**config.mk**
```make
export PLATFORM = sky130hd
export DESIGN_NAME = ook_command_waveform_generator_top
export DESIGN_NICKNAME = d
export VERILOG_FILES = /design/src/rtl/ook_pkg.sv /design/src/rtl/ook_tap_cell.sv /design/src/rtl/ook_pos_counter.sv /design/src/rtl/ook_command_waveform_generator_top.sv
export VERILOG_INCLUDE_DIRS = /design/src /design/src/rtl
export SDC_FILE = /design/constraint.sdc
export NUM_CORES = 1
export LEC_CHECK = 0
export BUFFER_PORTS_ARGS = -buffer_cell sky130_fd_sc_hd__buf_2
export CORE_ASPECT_RATIO = 1.1
export CORE_UTILIZATION = 35
export DETAILED_ROUTE_END_ITERATION = 6
export PLACE_DENSITY_LB_ADDON = 0.05
export SLEW_MARGIN = 20
export SYNTH_ARGS = -nofsm -noshare
export SYNTH_HDL_FRONTEND = slang
export SYNTH_HIERARCHICAL = 1
export SYNTH_SLANG_ARGS = --single-unit
```
**constraint.sdc**
```tcl
create_clock -name clk -period 6.3 [get_ports clk]
set_clock_uncertainty 0.2 [all_clocks]
set_input_delay 1.26 -clock clk [delete_from_list [all_inputs] [get_ports clk]]
set_output_delay 1.26 -clock clk [all_outputs]
set_load 0.01 [all_outputs]
```
**src/rtl/ook_command_waveform_generator_top_assert.svh**
```systemverilog
// ----------------------------------------------------------------------------
// ook command waveform generator assertion macros
// shared property forms for the waveform generator checks
// ----------------------------------------------------------------------------
`ifndef OOK_COMMAND_WAVEFORM_GENERATOR_TOP_ASSERT_SVH
`define OOK_COMMAND_WAVEFORM_GENERATOR_TOP_ASSERT_SVH

// consequent must hold in the same cycle as the antecedent
`define OOK_ASSERT_SAME(lbl, ante, cons, msg) \
    lbl: assert property (@(posedge clk) disable iff (!rst_n) (ante) |-> (cons)) \
        else $error(msg);

// consequent must hold in the cycle after the antecedent
`define OOK_ASSERT_NEXT(lbl, ante, cons, msg) \
    lbl: assert property (@(posedge clk) disable iff (!rst_n) (ante) |=> (cons)) \
        else $error(msg);

`endif

```
**src/rtl/ook_pkg.sv**
```systemverilog
// ----------------------------------------------------------------------------
// ook_pkg
// types, constants and pattern functions of the ook waveform generator
// ----------------------------------------------------------------------------
package ook_pkg;

    // payload and register types
    typedef logic [3:0]  dir_t;
    typedef logic [11:0] spb_t;
    typedef logic [6:0]  sample_t;

    // command opcodes
    localparam logic OP_TICK = 1'b0;
    localparam logic OP_SET  = 1'b1;

    // idle command code and pattern geometry
    localparam dir_t       IDLE_DIR   = 4'd8;
    localparam logic [8:0] LONG_BITS  = 9'd16;
    localparam logic [8:0] IDLE_LEN   = 9'd3;

    // short pulse count per command code
    localparam logic [6:0] SHORT_PULSES [8] = '{
        7'd10, 7'd28, 7'd34, 7'd58, 7'd64, 7'd40, 7'd52, 7'd46
    };

    // scaling: floor(ones * 1143 / 200) as ones * ceil(1143 * 2^16 / 200) >> 16
    localparam int unsigned  ONES_EXT_W   = 7;
    localparam int unsigned  SCALE_MULT_W = 19;
    localparam logic [18:0]  SCALE_MULT   = 19'd374539;
    localparam int unsigned  SCALE_SHIFT  = 16;
    localparam int unsigned  SCALE_PROD_W = ONES_EXT_W + SCALE_MULT_W;
    localparam int unsigned  SCALED_W     = SCALE_PROD_W - SCALE_SHIFT;
    localparam logic [9:0]   SAMPLE_MAX   = 10'd127;

    // control of one window cell
    typedef struct packed {
        logic clear;
        logic shift;
    } cell_ctl_t;

    // control of one position counter
    typedef struct packed {
        logic load;
        logic step;
    } pos_ctl_t;

    // pattern length before the maximum length cut
    function automatic logic [8:0] pattern_len_raw(dir_t dir);
        if (dir >= IDLE_DIR)
        begin
            return IDLE_LEN;
        end
        return LONG_BITS + {1'b0, SHORT_PULSES[dir[2:0]], 1'b0};
    endfunction

    // pattern bit at a given bit index
    function automatic logic pattern_bit(dir_t dir, logic [7:0] idx);
        if (dir >= IDLE_DIR)
        begin
            return 1'b0;
        end
        if (idx < 8'd16)
        begin
            return (idx[1:0] != 2'b11);
        end
        return !idx[0];
    endfunction

endpackage

```
**src/rtl/ook_tap_cell.sv**
```systemverilog
// ----------------------------------------------------------------------------
// ook_tap_cell
// one window cell: holds the pattern bit of one sample position
// ----------------------------------------------------------------------------
module ook_tap_cell (
    input  logic              clk,
    input  logic              rst_n,
    input  ook_pkg::cell_ctl_t ctl,
    input  logic              shift_in,
    output logic              bit_out
);
    import ook_pkg::*;

    logic bit_reg;
    logic bit_next;

    // clear on refill start, take the neighbor's bit on shift
    always_comb
    begin
        bit_next = bit_reg;
        if (ctl.clear)
        begin
            bit_next = 1'b0;
        end
        else if (ctl.shift)
        begin
            bit_next = shift_in;
        end
    end

    always_ff @(posedge clk or negedge rst_n)
    begin
        if (!rst_n)
        begin
            bit_reg <= 1'b0;
        end
        else
        begin
            bit_reg <= bit_next;
        end
    end

    assign bit_out = bit_reg;

endmodule

```
**src/rtl/ook_pos_counter.sv**
```systemverilog
// ----------------------------------------------------------------------------
// ook_pos_counter
// sample position counter: bit index and phase within the bit
// ----------------------------------------------------------------------------
module ook_pos_counter #(
    parameter int IDX_W = 8,
    parameter int LEN_W = 8
) (
    input  logic              clk,
    input  logic              rst_n,
    input  ook_pkg::pos_ctl_t ctl,
    input  logic [IDX_W-1:0]  load_idx,
    input  ook_pkg::spb_t     load_ph,
    input  logic [LEN_W-1:0]  len,
    input  ook_pkg::spb_t     spb,
    output logic [IDX_W-1:0]  idx,
    output ook_pkg::spb_t     ph
);
    import ook_pkg::*;

    logic [IDX_W-1:0] idx_reg;
    logic [IDX_W-1:0] idx_next;
    spb_t             ph_reg;
    spb_t             ph_next;

    logic [12:0]      ph_inc;
    logic [IDX_W:0]   idx_inc;
    logic             bit_end;
    logic             wrap;

    // advance by one sample position
    assign ph_inc  = {1'b0, ph_reg} + 13'd1;
    assign bit_end = (ph_inc >= {1'b0, spb});
    assign idx_inc = {1'b0, idx_reg} + {{IDX_W{1'b0}}, 1'b1};
    assign wrap    = (idx_inc >= (IDX_W+1)'(len));

    always_comb
    begin
        idx_next = idx_reg;
        ph_next  = ph_reg;
        if (ctl.load)
        begin
            idx_next = load_idx;
            ph_next  = load_ph;
        end
        else if (ctl.step)
        begin
            if (bit_end)
            begin
                ph_next  = '0;
                idx_next = wrap ? '0 : idx_inc[IDX_W-1:0];
            end
            else
            begin
                ph_next = ph_inc[11:0];
            end
        end
    end

    always_ff @(posedge clk or negedge rst_n)
    begin
        if (!rst_n)
        begin
            idx_reg <= '0;
            ph_reg  <= '0;
        end
        else
        begin
            idx_reg <= idx_next;
            ph_reg  <= ph_next;
        end
    end

    assign idx = idx_reg;
    assign ph  = ph_reg;

endmodule

```
**src/rtl/ook_command_waveform_generator_top.sv**
```systemverilog
// ----------------------------------------------------------------------------
// ook_command_waveform_generator_top
// on-off keyed command waveform generator with a shifting bit window
// ----------------------------------------------------------------------------
// a sample tick transfer shows its registered sample in the next cycle
// throughput: one command per cycle while cmd_ready is high, the window shifts one cell per tick
// after reset, a register write or a direction change the window refills
//   cell by cell from the lookahead counter, cmd_ready low meanwhile
// reset: idle command, position zero, samples_per_bit one, no sample pending
module ook_command_waveform_generator_top #(
    parameter int FILTER_TAPS      = 20,
    parameter int MAX_PATTERN_BITS = 144
) (
    input  logic             clk,
    input  logic             rst_n,
    input  logic             cmd_valid,
    output logic             cmd_ready,
    input  logic             op,
    input  ook_pkg::dir_t    direction,
    input  logic             cfg_we,
    input  ook_pkg::spb_t    cfg_wdata,
    output logic             sample_valid,
    input  logic             sample_ready,
    output ook_pkg::sample_t sample
);
    import ook_pkg::*;

    localparam int IDX_W = $clog2(MAX_PATTERN_BITS);
    localparam int LEN_W = $clog2(MAX_PATTERN_BITS + 1);
    localparam int CNT_W = $clog2(FILTER_TAPS + 1);

    // registers
    spb_t             spb_reg;
    dir_t             dir_reg;
    dir_t             dir_next;
    logic [CNT_W-1:0] fill_cnt_reg;
    logic [CNT_W-1:0] fill_cnt_next;
    logic [CNT_W-1:0] ones_cnt_reg;
    logic [CNT_W-1:0] ones_cnt_next;
    logic             sample_valid_reg;
    logic             sample_valid_next;
    sample_t          sample_reg;
    sample_t          sample_next;

    // control
    logic             cmd_xfer;
    logic             tick;
    logic             set_cmd;
    dir_t             dir_in;
    logic             dir_change;
    logic             restart;
    logic             filled;
    logic             fill_step;
    logic             shift;
    spb_t             spb_eff;
    logic [8:0]       len_raw;
    logic [LEN_W-1:0] len;
    logic             new_bit;

    // position counters
    pos_ctl_t         head_ctl;
    pos_ctl_t         gen_ctl;
    logic [IDX_W-1:0] head_idx;
    spb_t             head_ph;
    logic [IDX_W-1:0] gen_idx;
    spb_t             gen_ph;
    logic [IDX_W-1:0] gen_load_idx;
    spb_t             gen_load_ph;

    // window chain
    cell_ctl_t        cell_ctl;
    logic [FILTER_TAPS:0] chain;

    // scaling
    logic [ONES_EXT_W-1:0]   ones_ext;
    logic [SCALE_PROD_W-1:0] prod;
    logic [SCALED_W-1:0]     scaled;

    // command decode
    assign cmd_xfer   = cmd_valid && cmd_ready;
    assign tick       = cmd_xfer && (op == OP_TICK);
    assign set_cmd    = cmd_xfer && (op == OP_SET);
    assign dir_in     = (direction > IDLE_DIR) ? IDLE_DIR : direction;
    assign dir_change = set_cmd && (dir_in != dir_reg);
    assign restart    = dir_change || cfg_we;

    // window fill control
    assign filled    = (fill_cnt_reg == CNT_W'(FILTER_TAPS));
    assign fill_step = !filled && !restart;
    assign shift     = (tick || fill_step) && !restart;
    assign cmd_ready = filled && (!sample_valid_reg || sample_ready);

    // pattern geometry
    assign spb_eff = (spb_reg == '0) ? 12'd1 : spb_reg;
    assign len_raw = pattern_len_raw(dir_reg);
    assign len     = (len_raw > 9'(MAX_PATTERN_BITS)) ? LEN_W'(MAX_PATTERN_BITS)
                                                       : LEN_W'(len_raw);

    // head tracks the current position, the generator runs a window ahead
    assign head_ctl.load = dir_change;
    assign head_ctl.step = tick;
    assign gen_ctl.load  = restart;
    assign gen_ctl.step  = shift;
    assign gen_load_idx  = dir_change ? '0 : head_idx;
    assign gen_load_ph   = dir_change ? '0 : head_ph;

    ook_pos_counter #(
        .IDX_W (IDX_W),
        .LEN_W (LEN_W)
    ) u_head_pos (
        .clk      (clk),
        .rst_n    (rst_n),
        .ctl      (head_ctl),
        .load_idx ('0),
        .load_ph  ('0),
        .len      (len),
        .spb      (spb_eff),
        .idx      (head_idx),
        .ph       (head_ph)
    );

    ook_pos_counter #(
        .IDX_W (IDX_W),
        .LEN_W (LEN_W)
    ) u_gen_pos (
        .clk      (clk),
        .rst_n    (rst_n),
        .ctl      (gen_ctl),
        .load_idx (gen_load_idx),
        .load_ph  (gen_load_ph),
        .len      (len),
        .spb      (spb_eff),
        .idx      (gen_idx),
        .ph       (gen_ph)
    );

    // bit entering the far end of the window
    assign new_bit = pattern_bit(dir_reg, 8'(gen_idx));

    // row of window cells, cell 0 holds the current position
    assign cell_ctl.clear        = restart;
    assign cell_ctl.shift        = shift;
    assign chain[FILTER_TAPS]    = new_bit;

    for (genvar i = 0; i < FILTER_TAPS; i++)
    begin : g_cell
        ook_tap_cell u_cell (
            .clk      (clk),
            .rst_n    (rst_n),
            .ctl      (cell_ctl),
            .shift_in (chain[i+1]),
            .bit_out  (chain[i])
        );
    end

    // running ones count over the window
    always_comb
    begin
        ones_cnt_next = ones_cnt_reg;
        if (restart)
        begin
            ones_cnt_next = '0;
        end
        else if (shift)
        begin
            if (new_bit && !chain[0])
            begin
                ones_cnt_next = ones_cnt_reg + CNT_W'(1);
            end
            else if (!new_bit && chain[0])
            begin
                ones_cnt_next = ones_cnt_reg - CNT_W'(1);
            end
        end
    end

    // fill counter and direction
    always_comb
    begin
        fill_cnt_next = fill_cnt_reg;
        if (restart)
        begin
            fill_cnt_next = '0;
        end
        else if (fill_step)
        begin
            fill_cnt_next = fill_cnt_reg + CNT_W'(1);
        end
    end

    assign dir_next = dir_change ? dir_in : dir_reg;

    // scale the ones count, saturate at full scale
    assign ones_ext = ONES_EXT_W'(ones_cnt_reg);
    assign prod     = {{SCALE_MULT_W{1'b0}}, ones_ext} * {{ONES_EXT_W{1'b0}}, SCALE_MULT};
    assign scaled   = prod[SCALE_PROD_W-1:SCALE_SHIFT];

    // output register
    always_comb
    begin
        sample_valid_next = sample_valid_reg;
        sample_next       = sample_reg;
        if (tick)
        begin
            sample_valid_next = 1'b1;
            sample_next       = (scaled > SAMPLE_MAX) ? SAMPLE_MAX[6:0] : scaled[6:0];
        end
        else if (sample_ready)
        begin
            sample_valid_next = 1'b0;
        end
    end

    always_ff @(posedge clk or negedge rst_n)
    begin
        if (!rst_n)
        begin
            spb_reg          <= 12'd1;
            dir_reg          <= IDLE_DIR;
            fill_cnt_reg     <= '0;
            ones_cnt_reg     <= '0;
            sample_valid_reg <= 1'b0;
        end
        else
        begin
            if (cfg_we)
            begin
                spb_reg <= cfg_wdata;
            end
            dir_reg          <= dir_next;
            fill_cnt_reg     <= fill_cnt_next;
            ones_cnt_reg     <= ones_cnt_next;
            sample_valid_reg <= sample_valid_next;
        end
    end

    // sample payload
    always_ff @(posedge clk)
    begin
        sample_reg <= sample_next;
    end

    assign sample_valid = sample_valid_reg;
    assign sample       = sample_reg;

    // checks
`include "ook_command_waveform_generator_top_assert.svh"

    `OOK_ASSERT_NEXT(a_tick_gives_sample, tick, sample_valid_reg, "tick without sample")
    `OOK_ASSERT_NEXT(a_dir_change_restarts, dir_change,
        (fill_cnt_reg == '0) && (head_idx == '0), "direction change did not restart")
    `OOK_ASSERT_SAME(a_ones_in_range, 1'b1, ones_cnt_reg <= CNT_W'(FILTER_TAPS),
        "ones count exceeds window length")
    `OOK_ASSERT_SAME(a_no_tick_while_filling, !filled, !tick, "tick during window refill")

endmodule

```
Yosys cells after proc, flatten, opt, wreduce, memory -nomap -nowiden

Memory sizes are Yosys's and may differ from the RTL's.
Cells that the tools add are included.

Add/sub/neg operators: 8
$mul: 1
$lt $le $gt $ge: 10
Eq/ne operators: 3
Multiplexer cells: 78
Bitwise operators: 2
Reduce and logical (&&, ||, !) cells: 29

Operator list:

| kind                  | count |
|---|---|
| $mux 12               | 8 |
| $mux 8                | 10 |
| $mux 1                | 49 |
| $mux 5                | 6 |
| $add 12x1->13 const B | 2 |
| $ge 13x12->1          | 2 |
| $mul 5x19->24 const B | 1 |
| $add 8x1->9 const B   | 2 |
| $ge 9x8->1            | 2 |
| $mux 9                | 2 |
| $mux 7                | 2 |
| $logic_not 12->1      | 1 |
| $reduce_bool 2->1     | 6 |
| $add 5x1->5 const B   | 2 |
| $add 5x8->9 const A   | 1 |
| $gt 9x8->1 const B    | 1 |
| $logic_and 1x1->1     | 9 |
| $ge 4x4->1 const B    | 2 |
| $gt 8x7->1 const B    | 1 |
| $lt 8x5->1 const B    | 1 |
| $logic_not 1->1       | 6 |
| $reduce_and 2->1      | 3 |
| $eq 5x5->1 const B    | 1 |
| $sub 5x1->5 const B   | 1 |
| 8 further kinds       | 10 |

Bits in registers: 94
Bits in read-only memories: 56
Bits of input ports: 22
Output and inout port bits: 9
Logic and storage cells: 162
Memories kept: 1

Memories:

| name            | depth | width | read ports | clocked after Yosys merged registers in | write ports | RTL line      | RTL |
|---|---|---|---|---|---|---|---|
| (no name shown) | 8     | 7     | 1          | 0                                       | 0           | ook_pkg.sv:53 | `return LONG_BITS + {1'b0, SHORT_PULSES[dir[2:0]], 1'b0};` |

Longest topological paths before layout

Gate-level depths: netlist (run 1).

Depth in word-level cells: 13
Depth in mapped cells: 16
Depth with buffers taken out: 14

Cells and area by module

Netlist (run 1), hierarchy kept.

By module, submodules not included:

| module                             | times used | cells each | area each (um^2) | seq. area each (um^2) |
|---|---|---|---|---|
| ook_pos_counter                    | 2          | 225        | 1824.2           | 500.5 |
| ook_command_waveform_generator_top | 1          | 366        | 3223.1           | 888.4 |
| ook_tap_cell                       | 20         | 3          | 38.8             | 25.0 |

Least setup slack after synthesis (run 1)

Ideal clock, no wire load.

Path kind: in2reg
Start: in direction[3]
End: reg u_gen_pos.idx_reg[6] (netlist: u_gen_pos/idx[6])
Library setup time: 132 ps
Arrival time: 4958 ps
Data required time: 5968 ps
Setup slack: 1010 ps
Stages: 12
Path buffers: 2
Cell sequence: inv_2 or4b_1 o41ai_1 a21oi_2 or2_1 buf_2 nor2_1 nor2_1 a21oi_1 buf_4 o21ai_0 o2bb2ai_1

Longest elaborated chain between the ends: 11
Elaborated cells between the ends (all ways): 14
Classes of those cells: 1 x order compare; 1 x eq/ne; 3 x mux; 9 x reduce/logical

Ends and longest elaborated chain:

| element                         | RTL line                                                                           | RTL |
|---|---|---|
| start, declared                 | ook_command_waveform_generator_top.sv:19                                           | `input ook_pkg::dir_t direction,` |
| $gt 4x4->1                      | ook_command_waveform_generator_top.sv:83                                           | `assign dir_in = (direction > IDLE_DIR) ? IDLE_DIR : direction;` |
| $mux 4 (*)                      | ook_command_waveform_generator_top.sv:83                                           |  |
| $ne 4x4->1 (*)                  | ook_command_waveform_generator_top.sv:84                                           | `assign dir_change = set_cmd && (dir_in != dir_reg);` |
| $logic_and 1x1->1 (*)           | ook_command_waveform_generator_top.sv:84                                           |  |
| $logic_or 1x1->1 (*)            | ook_command_waveform_generator_top.sv:85                                           | `assign restart = dir_change \|\| cfg_we;` |
| via restart                     | ook_command_waveform_generator_top.sv:51                                           | `logic restart;` |
| $logic_not 1->1 (*)             | ook_command_waveform_generator_top.sv:89, ook_command_waveform_generator_top.sv:90 |  |
| $logic_and 1x1->1               | ook_command_waveform_generator_top.sv:89                                           | `assign fill_step = !filled && !restart;` |
| $logic_or 1x1->1                | ook_command_waveform_generator_top.sv:90                                           | `assign shift = (tick \|\| fill_step) && !restart;` |
| $logic_and 1x1->1 (*)           | ook_command_waveform_generator_top.sv:90                                           |  |
| via shift                       | ook_command_waveform_generator_top.sv:54                                           | `logic shift;` |
| $reduce_bool 2->1 (no line) (*) | --                                                                                 |  |
| $reduce_and 2->1 (no line) (*)  | --                                                                                 |  |
| end signal, assigned            | ook_pos_counter.sv:69                                                              | `idx_reg <= idx_next;` |
| end, declared                   | ook_pos_counter.sv:21                                                              | `logic [IDX_W-1:0] idx_reg;` |

Mark *: on every way through the listed nets, which the timed path passes. The rest lies on a longest branch.
A chain may end at the register's enable or synchronous reset.

Final worst setup path (run 1)

Start: reg ones_cnt_reg[3]
End: reg sample_reg[3] (netlist: sample[3]) (data pin)

Longest elaborated chain between the ends: 2

Ends and longest elaborated chain:

| element                | RTL line                                  | RTL |
|---|---|---|
| start, declared        | ook_command_waveform_generator_top.sv:38  | `logic [CNT_W-1:0] ones_cnt_reg;` |
| start signal, assigned | ook_command_waveform_generator_top.sv:232 | `ones_cnt_reg <= ones_cnt_next;` |
| $mul 5x19->24 (*)      | ook_command_waveform_generator_top.sv:195 | `assign prod = {{SCALE_MULT_W{1'b0}}, ones_ext} * {{ONES_EXT_W{1'b0}}, SCALE_MULT};` |
| $gt 8x7->1             | ook_command_waveform_generator_top.sv:206 | `sample_next = (scaled > SAMPLE_MAX) ? SAMPLE_MAX[6:0] : scaled[6:0];` |
| end signal, assigned   | ook_command_waveform_generator_top.sv:240 | `sample_reg <= sample_next;` |
| end, declared          | ook_command_waveform_generator_top.sv:42  | `sample_t sample_reg;` |

Mark *: on every way between the ends. The rest lies on a longest branch, timed or not.

==> summary by stage, run 1 <==
Status
The run finished with clean final reports.

Worst setup path
The worst setup path startpoint is ones_cnt_reg[3]. The startpoint of the most critical register-to-register path is ones_cnt_reg[3]. The maximum net fanout on the critical path is 9. For flop-to-flop paths, the worst setup slack is 2020 ps.

STA classifies the critical path startpoint as a flip-flop. The path type of the worst setup path is reg2reg. Counting cells, the worst reg-to-reg path comes to 12. The destination of the worst register-to-register timing path is sample[3].

STA puts the critical path data arrival time at 4180 ps. The worst setup path endpoint is sample[3]. The worst setup path is captured at a flip-flop. The critical path required time is 6190 ps.

Yosys
The dominant cell type by area after synthesis is dfrtp_1. After synthesis, the netlist uses 65 different library cells. The share of synthesized area in the top cell type comes to 27.8%. Summing every instance area after synthesis gives 0.00765 sq mm. A synthesized cell averages 8.73 sq um. Synthesis inferred 94 register bits. In the synthesized netlist the dominant register cell turns out to be dfrtp_1. The sequential fraction of the synthesis area is 31.3%. The number of enable flip-flop cells after synthesis is 7. The warning count from the yosys run is 6. For this run, asynchronously set or reset flops after synthesis account for 92.6%. The number of standard cells after synthesis is 876. Ranked by total cell area, the synthesized netlist is headed by dfrtp_1 28%, ha_1 14%, inv_1 4.0%, a21oi_1 3.7%, xnor2_1 3.4%.

Job
Across the run, the number of max-cap violations was 0.

Timing
Headroom to the max-slew limit came out at 31.2%. Static timing analysis puts the maximum clock frequency at 233 MHz. The number of max-slew violations in the final report is 0. The setup total negative slack is 0 ps. Setup violations remaining at the end of the flow were counted as 0. Setup repair after global routing left no endpoint under its margin.

The setup slack of the critical path after layout is 2020 ps. For the pin with the worst max-slew slack, the measured transition is 1030 ps. Subtracting the final worst setup slack from the clock period gives 4280 ps. The number of hold violations in the final report was 0. The final critical-path share of the clock period is 68.0%.

Clocking
The root buffer cell is clkbuf_16. In this run the post-CTS setup repair buffer count came out at 0. The H-tree generated during clock tree synthesis spans 3 levels. The TritonCTS sink count is 94. The CTS buffer count is 9. The CTS clock-pin slew for the worst setup and hold paths is 70 ps. The clock passes through at most 2 buffers. The clock latency at the later pin of the worst-skew pair is 350 ps. The TritonCTS clock tree is built. Post-CTS repair changed the size of 0 cells.

For this design, the CTS-stage hold fixing added 0 buffers.

Cells and area
Cells with a size suffix above 1 make up 9.02% of the layout. The net count of the finished layout is 1008. From synthesis to final layout, the design area changed by 9.87%. The filler cells instantiated in the layout total 2202.

In the final layout, the multi-input gates occupy 0.00483 sq mm. The register with the most flip-flops in the layout has 20 of them. 0 antenna diodes ended up in the layout.

The area of all placed cells without fillers is 0.00840 sq mm. The area taken by flip-flops and latches is 0.00239 sq mm.

Detailed routing
The mean routed wirelength per cell is 16.0 microns. After detailed routing, the number of remaining DRC violations is 0. The first detailed-routing pass took 7 iterations.

The detailed router finished its first iteration with 374 violations. Wires add up to 19000 microns. The antenna violation net count after detailed routing is 0. The overall via count from detail_route is 6190.

Using the TritonRoute via totals, the vias-per-cell ratio works out to 5.21.

Place
During placement, the flow inserted port buffers numbering 30. Detailed placement ended at an HPWL of 14300 microns. In this run the cell area measured after placement is 0.00808 sq mm. The worst slack after detailed placement is 1760 ps. The final weighted congestion of routability-driven global placement is 0.853.

Floorplan
The number of primary I/O pins is 31. The initial utilization of the core area, before any placement, comes to 35.8%. Row generation in the floorplan step produced 56 rows. The region available for standard cell placement spans 0.0214 sq mm. The floorplan step defined a die boundary enclosing 0.0224 sq mm.

The floorplan step set the die width to 143 microns. The die is 157 microns tall.

Power and ir drop
The maximum vdd ir drop is 135 uV. Summed over all cells, the static leakage comes to 0.00399 uW. The power per standard cell area is 298 mW/mm^2.

Global routing
The total global routing track utilization is 18.0%. The number of global-route vias before repair was 6221. The number of antenna violations at the first check in global routing is 0.

The total congestion overflow after global routing is 0. The pin count of the biggest net entering global routing is 56. The wire length of the first global-routing pass is 31800 microns.

Min path
The class of the worst hold path is reg2reg.
-- worst max-delay path: stages, from the launching register on --
cell      delay (ps)
dfrtp_1          460
ha_1             360
inv_1             60
fa_1             500
fa_1             520
inv_1             40
ha_1             390
a21oi_1          280
o21ai_1          150
or4_1            480
nor3_1           160
a311o_1          280
o311ai_1         140
-- per-layer routing --
layer / GRT usage (%) / vias up / wire, microns
met3: 2.43 / 18 / 607
met5: 0 / - / 0
met4: 5.22 / 0 / 289
li1: - / 3104 / -
met2: 29.8 / 111 / 8940
met1: 24.4 / 2957 / 9210
-- how the worst min path moves through the flow --
stage	from	to	slack (ps)	cells past startpoint
floorplan	u_gen_pos/ph[1]	u_gen_pos/ph[1]	280	2
global placement	g_cell[1].u_cell/bit_out	g_cell[1].u_cell/bit_out	300	2
detailed placement	g_cell[18].u_cell/bit_out	g_cell[18].u_cell/bit_out	320	2
CTS	g_cell[18].u_cell/bit_out	g_cell[18].u_cell/bit_out	330	2
global route	g_cell[6].u_cell/bit_out	g_cell[6].u_cell/bit_out	360	2
finish	g_cell[3].u_cell/bit_out	g_cell[3].u_cell/bit_out	320	2
-- cells in the mapped netlist (3+ instances only) --
cell and count:
a31oi_1 12, nor2b_1 30, a311o_1 3, clkbuf_1 29, a21o_1 7, nor4_1 5
o21a_1 3, a32oi_1 6, buf_1 3, or4_1 6, fa_1 10, a211o_1 5
xor2_1 17, nand4_1 19, a22o_1 6, and2_1 6, nand3_1 31, and3_1 8
o21ai_0 33, nand2b_1 6, o221ai_1 4, mux2_2 14, nor3_1 9, nor2_1 64
nand2_1 67, a21oi_1 56, o21ai_1 6, mux2i_1 24, o2bb2ai_1 8, xnor2_1 30
a22oi_1 13, nor3b_1 13, o211ai_1 3, o31ai_1 8, buf_2 12, dfrtp_1 85
inv_1 81, a211oi_1 3, buf_4 4, ha_1 83, edfxtp_1 7, or2_1 4
-- kinds of logic (layout without fill, tap and decap cells) --
family | after synthesis | in the layout | synth area share [%]
AO/OA/AOI/OAI | 194 | 194 | 16.7
XOR/XNOR | 47 | 47 | 5.38
adder cells (fa/ha/maj) | 93 | 93 | 16.2
buffers and inverters | 130 | 133 | 6.77
flip-flops | 94 | 94 | 31.2
multiplexers | 38 | 38 | 5.20
other | 1 | 20 | 0.0490
AND/OR/NAND/NOR | 279 | 279 | 18.4
-- power by group --
part / switching (uW) / internal, uW
Clock: 258 / 350
Combinational: 685 / 453
Sequential: 80.7 / 677
-- cells in the final DEF, fill, tap and decap left out, types with 8 or more instances in the layout --
master,count
xnor2_1,30
nor3_1,9
nor2_1,62
o2bb2ai_1,8
mux2i_1,24
conb_1,20
nor2b_1,30
ha_1,83
nand2_1,67
inv_1,81
mux2_2,14
and3_1,8
nand3_1,31
a21oi_1,56
nand4_1,19
o31ai_1,8
dfrtp_1,85
o21ai_0,33
a31oi_1,12
nor3b_1,13
a22oi_1,13
fa_1,10
buf_2,29
xor2_1,17
clkbuf_16,9
-- layout make-up --
cell class,instances,area share [%]
Clock buffer,9,2.68
Clock inverter,7,1.16
Inverter,82,3.66
Multi-Input combinational cell,671,57.5
Sequential cell,94,28.4
Tap cell,290,4.32
Timing Repair Buffer,35,2.26
-- through the flow --
step / total power (uW) / util [%] / hold WS, ps / instances
3_3_place_gp: 1900 / 37.8 / 304 / 1172
3_5_place_dp: 1910 / 37.8 / 317 / 1172
4_1_cts: 2530 / 39.3 / 333 / 1188
6_report: 2500 / 39.3 / 324 / 1188
5_1_grt: 2720 / 39.3 / 360 / 1188
2_1_floorplan: 1630 / - / 276 / 895
Power figures use the tool's default switching activity.
==> run 2: changes to the inputs <==
==> constraint.sdc (replaced) <==
create_clock -name clk -period 4.2 [get_ports clk]
set_clock_uncertainty 0.2 [all_clocks]
set_input_delay 0.84 -clock clk [delete_from_list [all_inputs] [get_ports clk]]
set_output_delay 0.84 -clock clk [all_outputs]
set_load 0.01 [all_outputs]
==> run 2 against run 1 <==
  * Largest power group unchanged
  * Register-to-register slack got worse by 1800 ps
  * Power increased by 53%
  * Global-route usage increased by 0.18 points
  * Worst hold slack got worse by 31 ps
  * Core utilization increased by 0.32 points
  * Clock power increased by 51%
==> summary by stage, run 2 (synthesized netlist as in run 1, its figures left out) <==
Worst setup path
The path type of the worst setup path is reg2reg. The peak per-stage delay on the critical path came to 520 ps (about the same). The maximum net fanout on the critical path is 7 (-2). The category of the worst setup path launch point is a flip-flop.

The arrival time of data at the critical path endpoint is 3840 ps (-340 ps). The critical path goes through ha_1, inv_1, fa_1, fa_1, inv_1, ha_1, a21oi_2, o21ai_1, or4_1, nor3_1, a311o_2, o311ai_1. Among all stages on the critical path, the largest delay is contributed by fa_1.

The critical path required time is 4100 ps (-2090 ps). The number of cell instances on the worst register-to-register path is 12 (unchanged). STA classifies the critical path endpoint as a flip-flop.

Timing
The final setup violation count is 0 (unchanged). The final critical-path share of the clock period is 94.0% (+26 points). The actual slew at the worst max-slew pin came to 937 ps (-95.8 ps). The peak clock frequency supported by timing came to 253 MHz (+8.5%). Setup repair after global routing left no endpoint under its margin. The worst relative slew slack is 37.6% (+6.4 points).

The number of max-slew violations in the final report is 0 (unchanged). The setup total negative slack is 0 ps (unchanged). The shortest clock period the worst path allows after layout is 3950 ps (-337 ps).

The setup slack of the critical path after layout was 254 ps (-1760 ps). The number of hold violations in the final report is 0 (unchanged).

Detailed routing
The mean routed wirelength per cell is 15.9 microns (-0.91%). The average vias per placed instance is 5.20 (-0.28%). The number of iterations in the first detailed-routing pass was 4 (-3). The number of DRC markers in iteration 0 is 278 (-26%). The overall via count from detail_route is 6209 (+0.31%). The antenna violation net count after detailed routing is 0 (unchanged). The number of remaining DRC errors was 0 (unchanged). The final routed wirelength across all metal layers was 19000 microns (-0.33%).

Place
The final weighted congestion of routability-driven global placement is 0.856 (+0.42%). The worst slack after detailed placement is 97.8 ps (-1660 ps). The quantity of I/O buffers inserted on ports is 30 (unchanged). The placed wire-length estimate came to 14200 microns (-1.0%).

Power and ir drop
The maximum vdd ir drop came to 195 uV (+44%). The power per standard cell area came to 452 mW/mm^2 (+52%). The total leakage power came to 0.00403 uW (+1.1%).

Floorplan
The starting utilization of the core area was 35.8% (unchanged). The horizontal extent of the die is 143 microns (unchanged). The number of rows created at floorplan was 56 (unchanged). The area of the die is 0.0224 sq mm (unchanged). The die boundary height is 157 microns (unchanged). The number of primary I/O pins is 31 (unchanged). The floorplan core area is 0.0214 sq mm (unchanged).

Cells and area
The number of flip-flops under the largest register name is 20 (unchanged). The fill cell instance count of the final layout is 2207 (+0.23%). From synthesis to final layout, the design area changed by 10.8%.

The number of antenna cells inserted is 0 (unchanged). The library cells used most frequently in the layout, excluding fill and tap cells, are 84 x dfrtp_1, 83 x ha_1, 81 x inv_1, 67 x nand2_1, 62 x nor2_1. The share of post-route cells with drive strength above 1 is 10.2% (+1.1 points). The commonest non-fill, non-tap cell in the layout is dfrtp_1. The net count of the finished layout is 1015 (+0.69%).

Global routing
The total global routing track utilization is 18.2% (+0.18 points). The met1 track demand over resource in global routing is 24.6% (+0.21 points). The total congestion overflow after global routing is 0 (unchanged).

The global routing stage identified its most utilized layer as met2. The wire length of the first global-routing pass is 32200 microns (+1.1%). The global routing met3 resource utilization is 2.46% (+0.030 points).

The fraction of met2 tracks used by global routing is 30.3% (+0.53 points). The number of antenna violations at the first check in global routing is 0 (unchanged). The number of global-route vias before repair was 6196 (-0.40%). The pin count of the biggest net entering global routing is 79 (+41%).

Clocking
The TritonCTS clock tree is built. The number of buffers inserted by hold repair at cts is 0 (unchanged). The largest buffer count on any clock path came to 2 (unchanged). The post-CTS setup buffer count was 0 (unchanged). The H-tree depth was 3 (unchanged). The root buffer cell is clkbuf_16. The clock latency at the later pin of the worst-skew pair is 360 ps (about the same). The post-cts resize count came to 0 (unchanged).

The CTS clock-pin slew for the worst setup and hold paths was 70 ps (about the same). The TritonCTS sink count is 94 (unchanged). The CTS buffer count is 9 (unchanged).

Status
The run finished with clean final reports.

Job
The number of max-cap violations is 0 (unchanged).

Min path
The class of the worst hold path is in2async.
## run 2: cell types whose count changed in the layout (fill, tap and decap cells not counted)
| cell | change |
|---|---|
| clkbuf_1 | +1 |
| buf_6 | +1 |
| buf_4 | +6 |
| clkinv_4 | +1 |
| a21oi_1 | -3 |
| clkinv_2 | -1 |
| inv_4 | +1 |
| a311o_2 | +1 |
| clkinvlp_4 | -2 |
| a311o_1 | -1 |
| dfrtp_1 | -1 |
| dfrtp_2 | +1 |
| a21oi_2 | +3 |
## run 2: worst paths after layout
| kind | start | endpoint | slack [ps] |
|---|---|---|---|
| worst min-delay path | rst_n | dir_reg[2] | 290 |
| max in group asynchronous | rst_n | ones_cnt_reg[3] | 2850 |
| worst max-delay path | ones_cnt_reg[4] | sample[3] | 250 |
| worst max register to register | ones_cnt_reg[4] | sample[3] | 250 |
| min in group clk | g_cell[13].u_cell/bit_out | g_cell[12].u_cell/bit_out | 330 |
| worst min register to register | g_cell[13].u_cell/bit_out | g_cell[12].u_cell/bit_out | 330 |
## run 2: metrics by stage
| stage | power [uW] | instances | hold WS (ps) | util [%] | cell area, sq um |
|---|---|---|---|---|---|
| after floorplan | 2440 | 895 | 276 | - | 7730 |
| final | 3830 | 1195 | 293 | 39.6 | 8470 |
| after CTS | 3860 | 1195 | 330 | 39.6 | 8450 |
| after global placement | 2890 | 1179 | 302 | 38.1 | 8130 |
| after detailed placement | 2890 | 1179 | 313 | 38.1 | 8130 |
| after global routing | 4170 | 1195 | 351 | 39.6 | 8470 |
## run 2: cell type report
type                            instances  area (sq um)  area share [%]
Clock buffer                           10           229            2.70
Sequential cell                        94          2390            28.2
Inverter                               82           308            3.63
Timing Repair Buffer                   42           246            2.91
Clock inverter                          6          92.6            1.09
Multi-Input combinational cell        671          4840            57.1
Tap cell                              290           363            4.28
## run 2: power by group
group | internal [uW] | switching [uW]
registers | 1020 | 116
logic | 710 | 1070
clock network | 528 | 392
total | 2250 | 1580
## run 2: worst max-delay path, delay by kind of cell, from the launching register on
family,cells,cell delay (ps)
flops,1,460
fa+ha+maj,4,1680
compound gates,4,620
simple gates,2,630
buf+inv,2,100
## run 2: layer usage
metal	vias up	wire length (microns)	part of all wire (%)
met5	-	0	0
met4	0	249	1.3
met3	16	411	2.2
met2	75	9000	47
met1	2998	9320	49
li1	3120	-	-
